==> src/design/srb_pkg.sv <==
`timescale 1ns / 1ps
`default_nettype none

package srb_pkg;

  // Width of the sequence number and of the payload ports
  localparam int unsigned SEQ_W = 32;
  localparam int unsigned PAY_W = 32;

  // Command codes
  typedef enum logic [1:0] {
    CMD_ENQUEUE = 2'd0,
    CMD_DEQUEUE = 2'd1,
    CMD_SKIP    = 2'd2,
    CMD_CLEAR   = 2'd3
  } cmd_e;

  // Controller to datapath commands
  typedef struct packed {
    logic load;  // capture the input item
    logic exec;  // execute the captured command
    logic scan;  // one step of the skip search
  } srb_ctrl_t;

  // Datapath to controller status
  typedef struct packed {
    logic out_free;   // output register can take a result this cycle
    logic needs_scan; // captured command is a skip that must search
    logic scan_done;  // search ends at the current candidate
  } srb_stat_t;

endpackage

`default_nettype wire

==> src/design/srb_ram.sv <==
`timescale 1ns / 1ps
`default_nettype none

module srb_ram #(
  parameter int unsigned WIDTH = 32,
  parameter int unsigned DEPTH = 64
) (
  input  wire logic                     clk_i,
  input  wire logic                     we_i,
  input  wire logic [$clog2(DEPTH)-1:0] waddr_i,
  input  wire logic [WIDTH-1:0]         wdata_i,
  input  wire logic [$clog2(DEPTH)-1:0] raddr_i,
  output logic      [WIDTH-1:0]         rdata_o
);

  logic [WIDTH-1:0] mem_q [DEPTH];

  // Write port and registered read port
  always_ff @(posedge clk_i) begin
    if (we_i) begin
      mem_q[waddr_i] <= wdata_i;
    end
    rdata_o <= mem_q[raddr_i];
  end

endmodule

`default_nettype wire

==> src/design/srb_ctrl.sv <==
`timescale 1ns / 1ps
`default_nettype none

module srb_ctrl
  import srb_pkg::*;
(
  input  wire logic      clk_i,
  input  wire logic      rst_ni,
  input  wire logic      in_valid_i,
  output logic           in_stall_o,
  input  wire srb_stat_t stat_i,
  output srb_ctrl_t      ctrl_o
);

  typedef enum logic [2:0] {
    ST_IDLE = 3'b001,
    ST_EXEC = 3'b010,
    ST_SCAN = 3'b100
  } state_e;

  state_e state_q, state_d;

  // Sequence one item: capture, execute, then search for a skip
  always_comb begin
    state_d     = state_q;
    ctrl_o      = '0;
    in_stall_o  = 1'b1;
    unique case (state_q)
      ST_IDLE: begin
        in_stall_o = 1'b0;
        if (in_valid_i) begin
          ctrl_o.load = 1'b1;
          state_d     = ST_EXEC;
        end
      end
      ST_EXEC: begin
        // hold until the output register can take the result
        if (stat_i.out_free) begin
          ctrl_o.exec = 1'b1;
          state_d     = stat_i.needs_scan ? ST_SCAN : ST_IDLE;
        end
      end
      ST_SCAN: begin
        if (!stat_i.scan_done) begin
          ctrl_o.scan = 1'b1;
        end else if (stat_i.out_free) begin
          ctrl_o.scan = 1'b1;
          state_d     = ST_IDLE;
        end
      end
      default: begin
        state_d = ST_IDLE;
      end
    endcase
  end

  always_ff @(posedge clk_i or negedge rst_ni) begin
    if (!rst_ni) begin
      state_q <= ST_IDLE;
    end else begin
      state_q <= state_d;
    end
  end

endmodule

`default_nettype wire

==> src/design/srb_datapath.sv <==
`timescale 1ns / 1ps
`default_nettype none

module srb_datapath
  import srb_pkg::*;
#(
  parameter int unsigned WINDOW       = 64,
  parameter int unsigned PAYLOAD_BITS = 32
) (
  input  wire logic             clk_i,
  input  wire logic             rst_ni,
  input  wire srb_ctrl_t        ctrl_i,
  output srb_stat_t             stat_o,
  input  wire logic [1:0]       command_i,
  input  wire logic [SEQ_W-1:0] seq_index_i,
  input  wire logic [PAY_W-1:0] payload_i,
  input  wire logic             cfg_we_i,
  input  wire logic             cfg_wdata_i,
  input  wire logic             out_stall_i,
  output logic                  out_valid_o,
  output logic      [PAY_W-1:0] out_payload_o,
  output logic                  hit_o,
  output logic                  dropped_o,
  output logic      [SEQ_W-1:0] head_index_o
);

  localparam int unsigned SLOT_W = $clog2(WINDOW);
  localparam logic [SLOT_W:0]   WIN_EXT  = (SLOT_W + 1)'(WINDOW);
  localparam logic [SLOT_W-1:0] SLOT_TOP = SLOT_W'(WINDOW - 1);
  localparam logic [SEQ_W-1:0]  WIN_SEQ  = SEQ_W'(WINDOW);

  // Control state
  logic                  accept_en_q;
  logic [WINDOW-1:0]     valid_q, valid_d;
  logic [SEQ_W-1:0]      head_q, head_d;
  logic [SLOT_W-1:0]     head_slot_q, head_slot_d;
  logic                  out_valid_q, out_valid_d;

  // Item and search registers
  cmd_e                  cmd_q;
  logic [SEQ_W-1:0]      seq_q;
  logic [PAY_W-1:0]      pay_q;
  logic [SLOT_W-1:0]     k_q, k_d;
  logic [SLOT_W-1:0]     ptr_q, ptr_d;

  // Result registers
  logic [PAY_W-1:0]      res_pay_q, res_pay_d;
  logic                  res_hit_q, res_hit_d;
  logic                  res_drop_q, res_drop_d;
  logic [SEQ_W-1:0]      res_head_q;
  logic                  res_load;

  // Slot memory signals
  logic                    ram_we;
  logic [SLOT_W-1:0]       ram_waddr;
  logic [PAYLOAD_BITS-1:0] ram_rdata;

  // Enqueue window check and target slot
  logic [SEQ_W:0]        diff;
  logic                  enq_ok;
  logic [SLOT_W:0]       slot_sum;
  logic [SLOT_W-1:0]     enq_slot;

  // Head increment and search candidate
  logic [SEQ_W-1:0]      head_inc;
  logic [SLOT_W-1:0]     head_slot_inc;
  logic                  head_is_max;
  logic [SLOT_W-1:0]     ptr_inc;
  logic [SEQ_W-1:0]      cand;
  logic                  cand_hit;

  assign diff     = {1'b0, seq_q} - {1'b0, head_q};
  assign enq_ok   = accept_en_q && !diff[SEQ_W] && (diff[SEQ_W-1:0] < WIN_SEQ);
  assign slot_sum = {1'b0, head_slot_q} + {1'b0, diff[SLOT_W-1:0]};
  assign enq_slot = (slot_sum >= WIN_EXT) ? SLOT_W'(slot_sum - WIN_EXT)
                                          : slot_sum[SLOT_W-1:0];

  assign head_is_max   = (head_q == '1);
  assign head_inc      = head_q + SEQ_W'(1);
  assign head_slot_inc = (head_is_max || head_slot_q == SLOT_TOP) ? '0
                                                                  : head_slot_q + SLOT_W'(1);

  assign ptr_inc  = (ptr_q == SLOT_TOP) ? '0 : ptr_q + SLOT_W'(1);
  assign cand     = head_q + SEQ_W'(k_q);
  assign cand_hit = valid_q[ptr_q];

  assign stat_o.out_free   = !out_valid_q || !out_stall_i;
  assign stat_o.needs_scan = (cmd_q == CMD_SKIP) && !head_is_max;
  assign stat_o.scan_done  = cand_hit || (k_q == SLOT_TOP) || (cand == '1);

  // Execute the command and step the skip search
  always_comb begin
    valid_d     = valid_q;
    head_d      = head_q;
    head_slot_d = head_slot_q;
    k_d         = k_q;
    ptr_d       = ptr_q;
    res_pay_d   = '0;
    res_hit_d   = 1'b0;
    res_drop_d  = 1'b0;
    res_load    = 1'b0;
    ram_we      = 1'b0;
    ram_waddr   = enq_slot;
    if (ctrl_i.exec) begin
      unique case (cmd_q)
        CMD_ENQUEUE: begin
          res_load   = 1'b1;
          res_drop_d = !enq_ok;
          if (enq_ok) begin
            ram_we            = 1'b1;
            valid_d[enq_slot] = 1'b1;
          end
        end
        CMD_DEQUEUE: begin
          res_load = 1'b1;
          if (valid_q[head_slot_q]) begin
            res_hit_d            = 1'b1;
            res_pay_d            = PAY_W'(ram_rdata);
            valid_d[head_slot_q] = 1'b0;
            head_d               = head_inc;
            head_slot_d          = head_slot_inc;
          end
        end
        CMD_SKIP: begin
          valid_d[head_slot_q] = 1'b0;
          if (head_is_max) begin
            // no candidate above the top number: wrap to zero
            res_load    = 1'b1;
            head_d      = head_inc;
            head_slot_d = head_slot_inc;
          end else begin
            k_d   = SLOT_W'(1);
            ptr_d = head_slot_inc;
          end
        end
        CMD_CLEAR: begin
          res_load    = 1'b1;
          valid_d     = '0;
          head_d      = '0;
          head_slot_d = '0;
        end
        default: begin
          res_load = 1'b0;
        end
      endcase
    end else if (ctrl_i.scan) begin
      if (cand_hit) begin
        // jump to the lowest stored number
        res_load    = 1'b1;
        head_d      = cand;
        head_slot_d = ptr_q;
      end else if (stat_o.scan_done) begin
        res_load    = 1'b1;
        head_d      = head_inc;
        head_slot_d = head_slot_inc;
      end else begin
        k_d   = k_q + SLOT_W'(1);
        ptr_d = ptr_inc;
      end
    end
  end

  // Output register: load a result, drop it once transferred
  always_comb begin
    out_valid_d = out_valid_q;
    if (res_load) begin
      out_valid_d = 1'b1;
    end else if (!out_stall_i) begin
      out_valid_d = 1'b0;
    end
  end

  always_ff @(posedge clk_i or negedge rst_ni) begin
    if (!rst_ni) begin
      accept_en_q <= 1'b0;
      valid_q     <= '0;
      head_q      <= '0;
      head_slot_q <= '0;
      out_valid_q <= 1'b0;
    end else begin
      if (cfg_we_i) begin
        accept_en_q <= cfg_wdata_i;
      end
      valid_q     <= valid_d;
      head_q      <= head_d;
      head_slot_q <= head_slot_d;
      out_valid_q <= out_valid_d;
    end
  end

  // Capture the item, advance the search, hold the result
  always_ff @(posedge clk_i) begin
    if (ctrl_i.load) begin
      cmd_q <= cmd_e'(command_i);
      seq_q <= seq_index_i;
      pay_q <= payload_i;
    end
    k_q   <= k_d;
    ptr_q <= ptr_d;
    if (res_load) begin
      res_pay_q  <= res_pay_d;
      res_hit_q  <= res_hit_d;
      res_drop_q <= res_drop_d;
      res_head_q <= head_d;
    end
  end

  // Payload store, read at the head slot every cycle
  srb_ram #(
    .WIDTH (PAYLOAD_BITS),
    .DEPTH (WINDOW)
  ) u_slot_ram (
    .clk_i   (clk_i),
    .we_i    (ram_we),
    .waddr_i (ram_waddr),
    .wdata_i (PAYLOAD_BITS'(pay_q)),
    .raddr_i (head_slot_q),
    .rdata_o (ram_rdata)
  );

  assign out_valid_o   = out_valid_q;
  assign out_payload_o = res_pay_q;
  assign hit_o         = res_hit_q;
  assign dropped_o     = res_drop_q;
  assign head_index_o  = res_head_q;

endmodule

`default_nettype wire

==> src/design/sequence_reorder_buffer_top.sv <==
// Reorder buffer for numbered packets with a window of WINDOW slots.
// Input channel (in_valid_i / in_stall_o) carries a command, a sequence
// number and a payload handle; the output channel (out_valid_o /
// out_stall_i) returns exactly one result per item: the payload taken on a
// dequeue hit, the hit and drop flags and the head after the command.
// cfg_we_i / cfg_wdata_i write the accept enable; write it only while idle.
// Enqueue, dequeue and clear execute in the EXEC state once the output
// register is free and set out_valid_o from there; the controller then goes
// back to IDLE, where the next item is taken.
// Skip searches the valid bits one slot per cycle starting above the head,
// and its final step waits for a free output register; the slot payload
// memory has a registered read port.
// The result sits in an output register, so the next item is taken while a
// stalled result waits; execution of that item holds until the register
// frees up. Reset clears all valid bits, the head and the accept enable.
`timescale 1ns / 1ps
`default_nettype none

module sequence_reorder_buffer_top
  import srb_pkg::*;
#(
  parameter int unsigned WINDOW       = 64,
  parameter int unsigned PAYLOAD_BITS = 32
) (
  input  wire logic             clk_i,
  input  wire logic             rst_ni,
  input  wire logic             cfg_we_i,
  input  wire logic             cfg_wdata_i,
  input  wire logic             in_valid_i,
  output logic                  in_stall_o,
  input  wire logic [1:0]       command_i,
  input  wire logic [SEQ_W-1:0] seq_index_i,
  input  wire logic [PAY_W-1:0] payload_i,
  output logic                  out_valid_o,
  input  wire logic             out_stall_i,
  output logic      [PAY_W-1:0] out_payload_o,
  output logic                  hit_o,
  output logic                  dropped_o,
  output logic      [SEQ_W-1:0] head_index_o
);

  srb_ctrl_t ctrl;
  srb_stat_t stat;

  srb_ctrl u_ctrl (
    .clk_i      (clk_i),
    .rst_ni     (rst_ni),
    .in_valid_i (in_valid_i),
    .in_stall_o (in_stall_o),
    .stat_i     (stat),
    .ctrl_o     (ctrl)
  );

  srb_datapath #(
    .WINDOW       (WINDOW),
    .PAYLOAD_BITS (PAYLOAD_BITS)
  ) u_datapath (
    .clk_i         (clk_i),
    .rst_ni        (rst_ni),
    .ctrl_i        (ctrl),
    .stat_o        (stat),
    .command_i     (command_i),
    .seq_index_i   (seq_index_i),
    .payload_i     (payload_i),
    .cfg_we_i      (cfg_we_i),
    .cfg_wdata_i   (cfg_wdata_i),
    .out_stall_i   (out_stall_i),
    .out_valid_o   (out_valid_o),
    .out_payload_o (out_payload_o),
    .hit_o         (hit_o),
    .dropped_o     (dropped_o),
    .head_index_o  (head_index_o)
  );

endmodule

`default_nettype wire
==> config.mk <==
export PLATFORM = sky130hd
export DESIGN_NAME = sequence_reorder_buffer_top
export DESIGN_NICKNAME = d
export VERILOG_FILES = /design/src/design/srb_pkg.sv /design/src/design/srb_ram.sv /design/src/design/srb_ctrl.sv /design/src/design/srb_datapath.sv /design/src/design/sequence_reorder_buffer_top.sv
export SDC_FILE = /design/constraint.sdc
export NUM_CORES = 2
export LEC_CHECK = 0
export ABC_AREA = 1
export BUFFER_PORTS_ARGS = -buffer_cell sky130_fd_sc_hd__buf_2
export CELL_PAD_IN_SITES_DETAIL_PLACEMENT = 1
export CELL_PAD_IN_SITES_GLOBAL_PLACEMENT = 2
export CORE_MARGIN = 10
export CORE_UTILIZATION = 48
export DETAILED_ROUTE_END_ITERATION = 7
export PLACE_DENSITY_LB_ADDON = 0.08
export SLEW_MARGIN = 25
export SYNTH_ARGS = -nofsm -noshare
export SYNTH_HDL_FRONTEND = slang
export SYNTH_SLANG_ARGS = --single-unit
export TNS_END_PERCENT = 10
==> constraint.sdc <==
create_clock -name clk_i -period 7.45 [get_ports clk_i]
set_clock_uncertainty 0.1 [all_clocks]
set_input_delay 1.49 -clock clk_i [delete_from_list [all_inputs] [get_ports clk_i]]
set_output_delay 1.49 -clock clk_i [all_outputs]
set_load 0.01 [all_outputs]
# Word level (Yosys, flattened, before mapping)
# Memory sizes are Yosys's and may differ from the RTL's. A register that Yosys moved wholly into a read port is not among the register bits.
# Cells that the tools add are included.
# word_totals
regBits	251
mem_bits_rw	2048
input_bits	72
out_inout_bits	68
wordCells	151
mem_count	1
# memory_table
name	words	width	read_ports	rd_ports_with_merged_regs	wr	line_no	text
u_datapath.u_slot_ram.mem_q	64	32	1	1	1	srb_ram.sv:16	logic [WIDTH-1:0] mem_q [DEPTH];
# op_classes
add_sub_neg	8
order_cmp	7
eq_ne	25
mux	67
bitwise_logic	3
n_reduce_logical	25
# ops
op	n
one-hot mux 64 bit (4 select lines)	1
2-to-1 mux 32 bit	6
2-to-1 mux 64 bit	2
2-to-1 mux 6 bit	21
one-hot mux 32 bit (3 select lines)	1
AND 64 bit	1
== test 32 bit (second input constant)	2
inverter 64 bit	1
bitwise OR 64 bit	1
subtractor 32 x 32 -> 33 bit	1
adder 32 x 1 -> 32 bit (second input constant)	1
adder 32 x 6 -> 32 bit	1
less-than comparator 32 x 7 -> 1 bit (second input constant)	1
2-to-1 mux 1 bit	24
less-than comparator 6 x 7 -> 1 bit (second input constant)	3
adder 6 x 1 -> 6 bit (second input constant)	3
== test 6 bit (second input constant)	3
one-hot mux 6 bit (3 select lines)	1
2-to-1 mux 3 bit	5
binary-select mux 1 bit (select 6 bit)	2
demux 1 bit (select 6 bit)	2
greater-or-equal comparator 6 x 1 -> 1 bit (second input constant)	2
!= test 2 bit (second input constant)	6
!= test 2 x 1 -> 1 bit (second input constant)	5
23 further kinds	39

# Depth between registers and ports, before layout
# depth
word_depth	11
ltp_mapped	24
mapped_depth_nobuf	22

# Cells and area by module
# From an unflattened synthesis, not the netlist that was laid out.
# unflattened
cells_unflattened	9683
area_unflattened_um2	102024.1
# modules_own_cells
module	instances	cells_per_inst	area_each_um2	seq_area_each_um2
srb_ram	1	6769	82738.1	62139.6
srb_datapath	1	2881	19062.0	6926.6
srb_ctrl	1	33	224.0	76.3

# Worst setup path before layout
# OpenSTA, ideal clock, no wires.
# synth_path
kind	input -> register
from	input port in_valid_i
to	register u_datapath.cmd_q[0] (enable)
setup_ps	490
t_arrival_ps	4281
t_required_ps	6860
slack_ps	2579
cell_stages	2
path_buffers	0
cell_sequence	inv_1 > nor2_1
# synth_lines
element	line_no	text
start: declaration	sequence_reorder_buffer_top.sv:29	input wire logic in_valid_i,
end signal: assignment	srb_datapath.sv:194	cmd_q <= cmd_e'(command_i);
end: declaration	srb_datapath.sv:40	cmd_e cmd_q;

# Worst setup path in the final report
# layout_path
from	register u_datapath.head_q[8]
to	memory u_datapath.u_slot_ram.mem_q[16][17] (enable)
# layout_between
elab_chain_len	9
elab_cells_between_ends	10
cone_classes	add/sub: 1; order compare: 1; mux: 5; reduce/logical: 3
# layout_lines
element	line_no	text
start: declaration	srb_datapath.sv:35	logic [SEQ_W-1:0] head_q, head_d;
start signal: assignment	srb_datapath.sv:177	head_q <= '0;
start signal: assignment	srb_datapath.sv:185	head_q <= head_d;
subtractor 32 x 32 -> 33 bit (*)	srb_datapath.sv:72	assign diff = {1'b0, seq_q} - {1'b0, head_q};
parallel branches: the longest is 2 deep, another holds less-than comparator 32 x 7 -> 1 bit	n/a	
logical AND 1 bit (*)	srb_datapath.sv:73	assign enq_ok = accept_en_q && !diff[SEQ_W] && (diff[SEQ_W-1:0] < WIN_SEQ);
2-to-1 mux 1 bit (*)	srb_datapath.sv:109	if (enq_ok) begin
2-to-1 mux 1 bit (*)	srb_datapath.sv:105	unique case (cmd_q)
2-to-1 mux 1 bit (*)	srb_datapath.sv:104	if (ctrl_i.exec) begin
2-to-1 mux 1 bit (*)	srb_ram.sv:20	if (we_i) begin
2-to-1 mux 1 bit (implied by the code) (*)	srb_ram.sv:21	mem_q[waddr_i] <= wdata_i;
end: declaration	srb_ram.sv:16	
# Mark *: on every way between the ends.

==> impl_metrics.ini <==
[run_status]
outcome = complete, no violations

[worst_setup_path]
critPathLaunch = u_datapath.head_q[8]
cp.arrival_ns = 5.97
ff2ff_path_depth = 19
cp_top_family = simple AND/OR/NAND/NOR gates
worst-endpoint-required_ns = 7.89
slowest_stage = nor2_4
worstSetupEndpointType = flip-flop
crit_end = u_datapath.u_slot_ram.mem_q[16][17]
cp_slowest_stage_delay_ns = 0.85
crit_fanout = 64
path_cells = clkinv_1 -> ha_1 -> nand2_1 -> nor2_1 -> inv_1 -> nor2_1 -> nand2_1 -> nand3_1 -> nand2_1 -> nand3_1 -> nand2_1 -> nor2_1 -> nand2_1 -> nor2_1 -> nand4_1 -> nand3b_1 -> buf_12 -> nor2_4 -> buf_4
start_kind = flip-flop
path_class = reg2reg
critPathBufInv = 4
crit_top_cell = nand2_1
cp.depth = 19
regToRegSetupSlack_ns = 1.91
r2r-start = u_datapath.head_q[8]
r2r_end = u_datapath.u_slot_ram.mem_q[16][17]

[timing]
final_max_slew_viol_count = 0
post-route-min-period_ns = 5.54
setup_tns_ns = 0
final-setup-viol-count = 0
finalHoldViolCount = 0
fmax_ghz = 0.181
fin_crit_sh_pct = 74.3
rsz0062_at_grt = no
worst_slew_pin_slew_ns = 1.13
relSlewSlack_pct = 23.6

[detailed_routing]
drc = 0
firstDrtPassIters = 6
drtIter0Drc = 7132
vias_per_cell = 6.13
wl_per_cell_um = 30.6
vias = 63356
routed_wl_mm = 317
postRouteAntennaNets = 0

[global_routing]
overflow = 0
grt_pass1_vias = 64330
antenna_found_initial = 9
grt_max_degree = 116
grt_pass1_wl_mm = 461
grt_usage_pct = 28.8

[yosys]
netlist_instances = 7333
synth_warnings = 0
synth_most_common_cell = edfxtp_1
muxShareOfSynthArea_pct = 0
synth.area.top_cells = edfxtp_1 (70%), nand2_1 (7.1%), dfrtp_1 (2.8%), a22oi_1 (2.4%), nand3_1 (2.2%)
yosys.area_share.adder_pct = 0.766
synth_common_cells = edfxtp_1 (2192), nand2_1 (1794), inv_1 (417), nand3_1 (415), nor2_1 (357)
synth_xor_area_share_pct = 0.482
yosys.area_share.simple_pct = 13.5
syn_nets = 7461
synth_top_flop_cell = edfxtp_1
ys_types = 55
syn_area_per_cell_um2 = 12.9
ys_seq_elements = 2331
ys_seq_area_share_pct = 73.2
synth.top_cell.area_share_pct = 69.7
netlist_area_um2 = 94400
synthArstFlopShare_pct = 4.59
synth_top_area_cell = edfxtp_1
synth_compound_area_share_pct = 8.54
synth_edf_count = 2192
synth_top_family_by_area = simple AND/OR/NAND/NOR gates

[pwr]
p_leak_nw = 37.0
powerDensity_nw_per_um2 = 363
vdd_drop_max_mv = 0.256

[die]
core_um2 = 195000
placementRows = 162
dieArea_um2 = 215000
die_y_um = 463
io_pins = 140
die_w_um = 463
start_util_pct = 48.4

[layout]
drive_gt1_share_pct = 10.5
final_nets = 7637
fin_cells = 10335
nFillCells = 19194
area_growth_pct = 13.2

[clocking]
cts_max_level = 4
clock_sinks = 2331
clkTransAtPathRegs_ns = 0.07
cts_resized = 0
root_buffer = clkbuf_16
cts_setup_buffers = 0
postCtsHoldBufs = 0
cts_tree = built
clock_latency_ns = 0.89
cts_buffers = 232
clk_path_buf_depth = 3

[placed_design]
io_buffers = 139
place.gp.congestion = 0.868
place_inst = 9894
hpwl_mm = 194

[job]
maxCapViolations = 0

[min_path]
hold_path.class = in2async
[layout make-up]
cell class              instances  area [µm²]  area share [%]
multi-input cells            4181       22600            21.1
flip-flops and latches       2331       69100            64.7
inverters                     436        1680            1.57
clock inverters               134        1260            1.18
repair buffers                327        2790            2.61
clock buffers                 294        6140            5.74
well taps                    2624        3280            3.07
diodes                          8        20.0          0.0187
[flip-flops by register name, indices dropped and copies added (netlist names), 32 cells and up]
| register | count |
|---|---|
| u_datapath.seq_q | 32 |
| u_datapath.out_payload_o | 32 |
| u_datapath.u_slot_ram.rdata_o | 32 |
| u_datapath.pay_q | 32 |
| u_datapath.head_q | 32 |
| u_datapath.head_index_o | 32 |
| u_datapath.valid_q | 64 |
| u_datapath.u_slot_ram.mem_q | 2048 |
[worst min-delay path by stage]
stage	start	cells after the start	slack (ns)	endpoint
6_report	rst_ni	1	0.40	u_datapath.valid_q[55]
5_1_grt	rst_ni	1	0.39	u_datapath.valid_q[50]
4_1_cts	rst_ni	1	0.35	u_datapath.valid_q[55]
3_5_place_dp	u_datapath.valid_q[3]	2	0.42	u_datapath.valid_q[3]
3_3_place_gp	u_datapath.valid_q[53]	2	0.40	u_datapath.valid_q[53]
2_1_floorplan	u_datapath.valid_q[10]	2	0.38	u_datapath.valid_q[10]
[power by group]
group          internal, mW  total (mW)  switching, mW  leakage, nW
clock                  6.38        11.5           5.09         3.58
combinational          2.90        11.5           8.56         12.0
sequential             15.4        15.9          0.494         21.5
total                  24.6        38.8           14.1         37.0
[routing by layer]
metal / part of all wire [%] / GRT usage [%] / vias to the layer above
met5: 0.0041 / 0 / -
met4: 2.8 / 8.22 / 2
met3: 6.8 / 3.72 / 427
met2: 48 / 46.9 / 2540
met1: 42 / 40.7 / 32989
li1: - / - / 27398
[cells in the final DEF (no fill, tap or decap), types with 8 or more instances in the layout]
master and count:
edfxtp_1 2192, nand2_1 1792, nand3_1 414, inv_1 412
nand4_1 313, a22oi_1 301, nor2_1 284, clkbuf_16 234
a221oi_1 230, a22o_1 217, o21ai_0 166, buf_4 146
buf_2 138, a21oi_1 134, dfrtp_1 106, nor2_4 75
clkinv_1 58, clkbuf_1 54, ha_1 52, xor2_1 44
clkinv_2 40, dfxtp_1 32, or2_2 28, buf_12 23
nor3_1 19, buf_16 19, bufinv_16 16, inv_2 12
nand2_2 12, o211ai_1 11, clkinvlp_4 11, o22ai_1 9
diode_2 8, xnor2_1 8
[logic make-up after synthesis]
logic type / count (synthesis)
fa+ha+maj: 56
simple gates: 2972
flops: 2331
xor+xnor: 52
compound gates: 1101
buf+inv: 821
[metrics by stage]
stage	power, mW	worst slack [ns]	cell area [µm²]	util [%]	hold slack (ns)
final	38.8	1.91	107000	54.8	0.401
after global routing	40.5	1.69	107000	54.8	0.388
after CTS	38.9	1.93	107000	54.7	0.345
after detailed placement	27.5	1.93	99300	50.9	0.416
after global placement	27.3	2.01	98700	50.6	0.399
after floorplan	22.5	2.58	94400	-	0.381
Power figures use the tool's default switching activity.
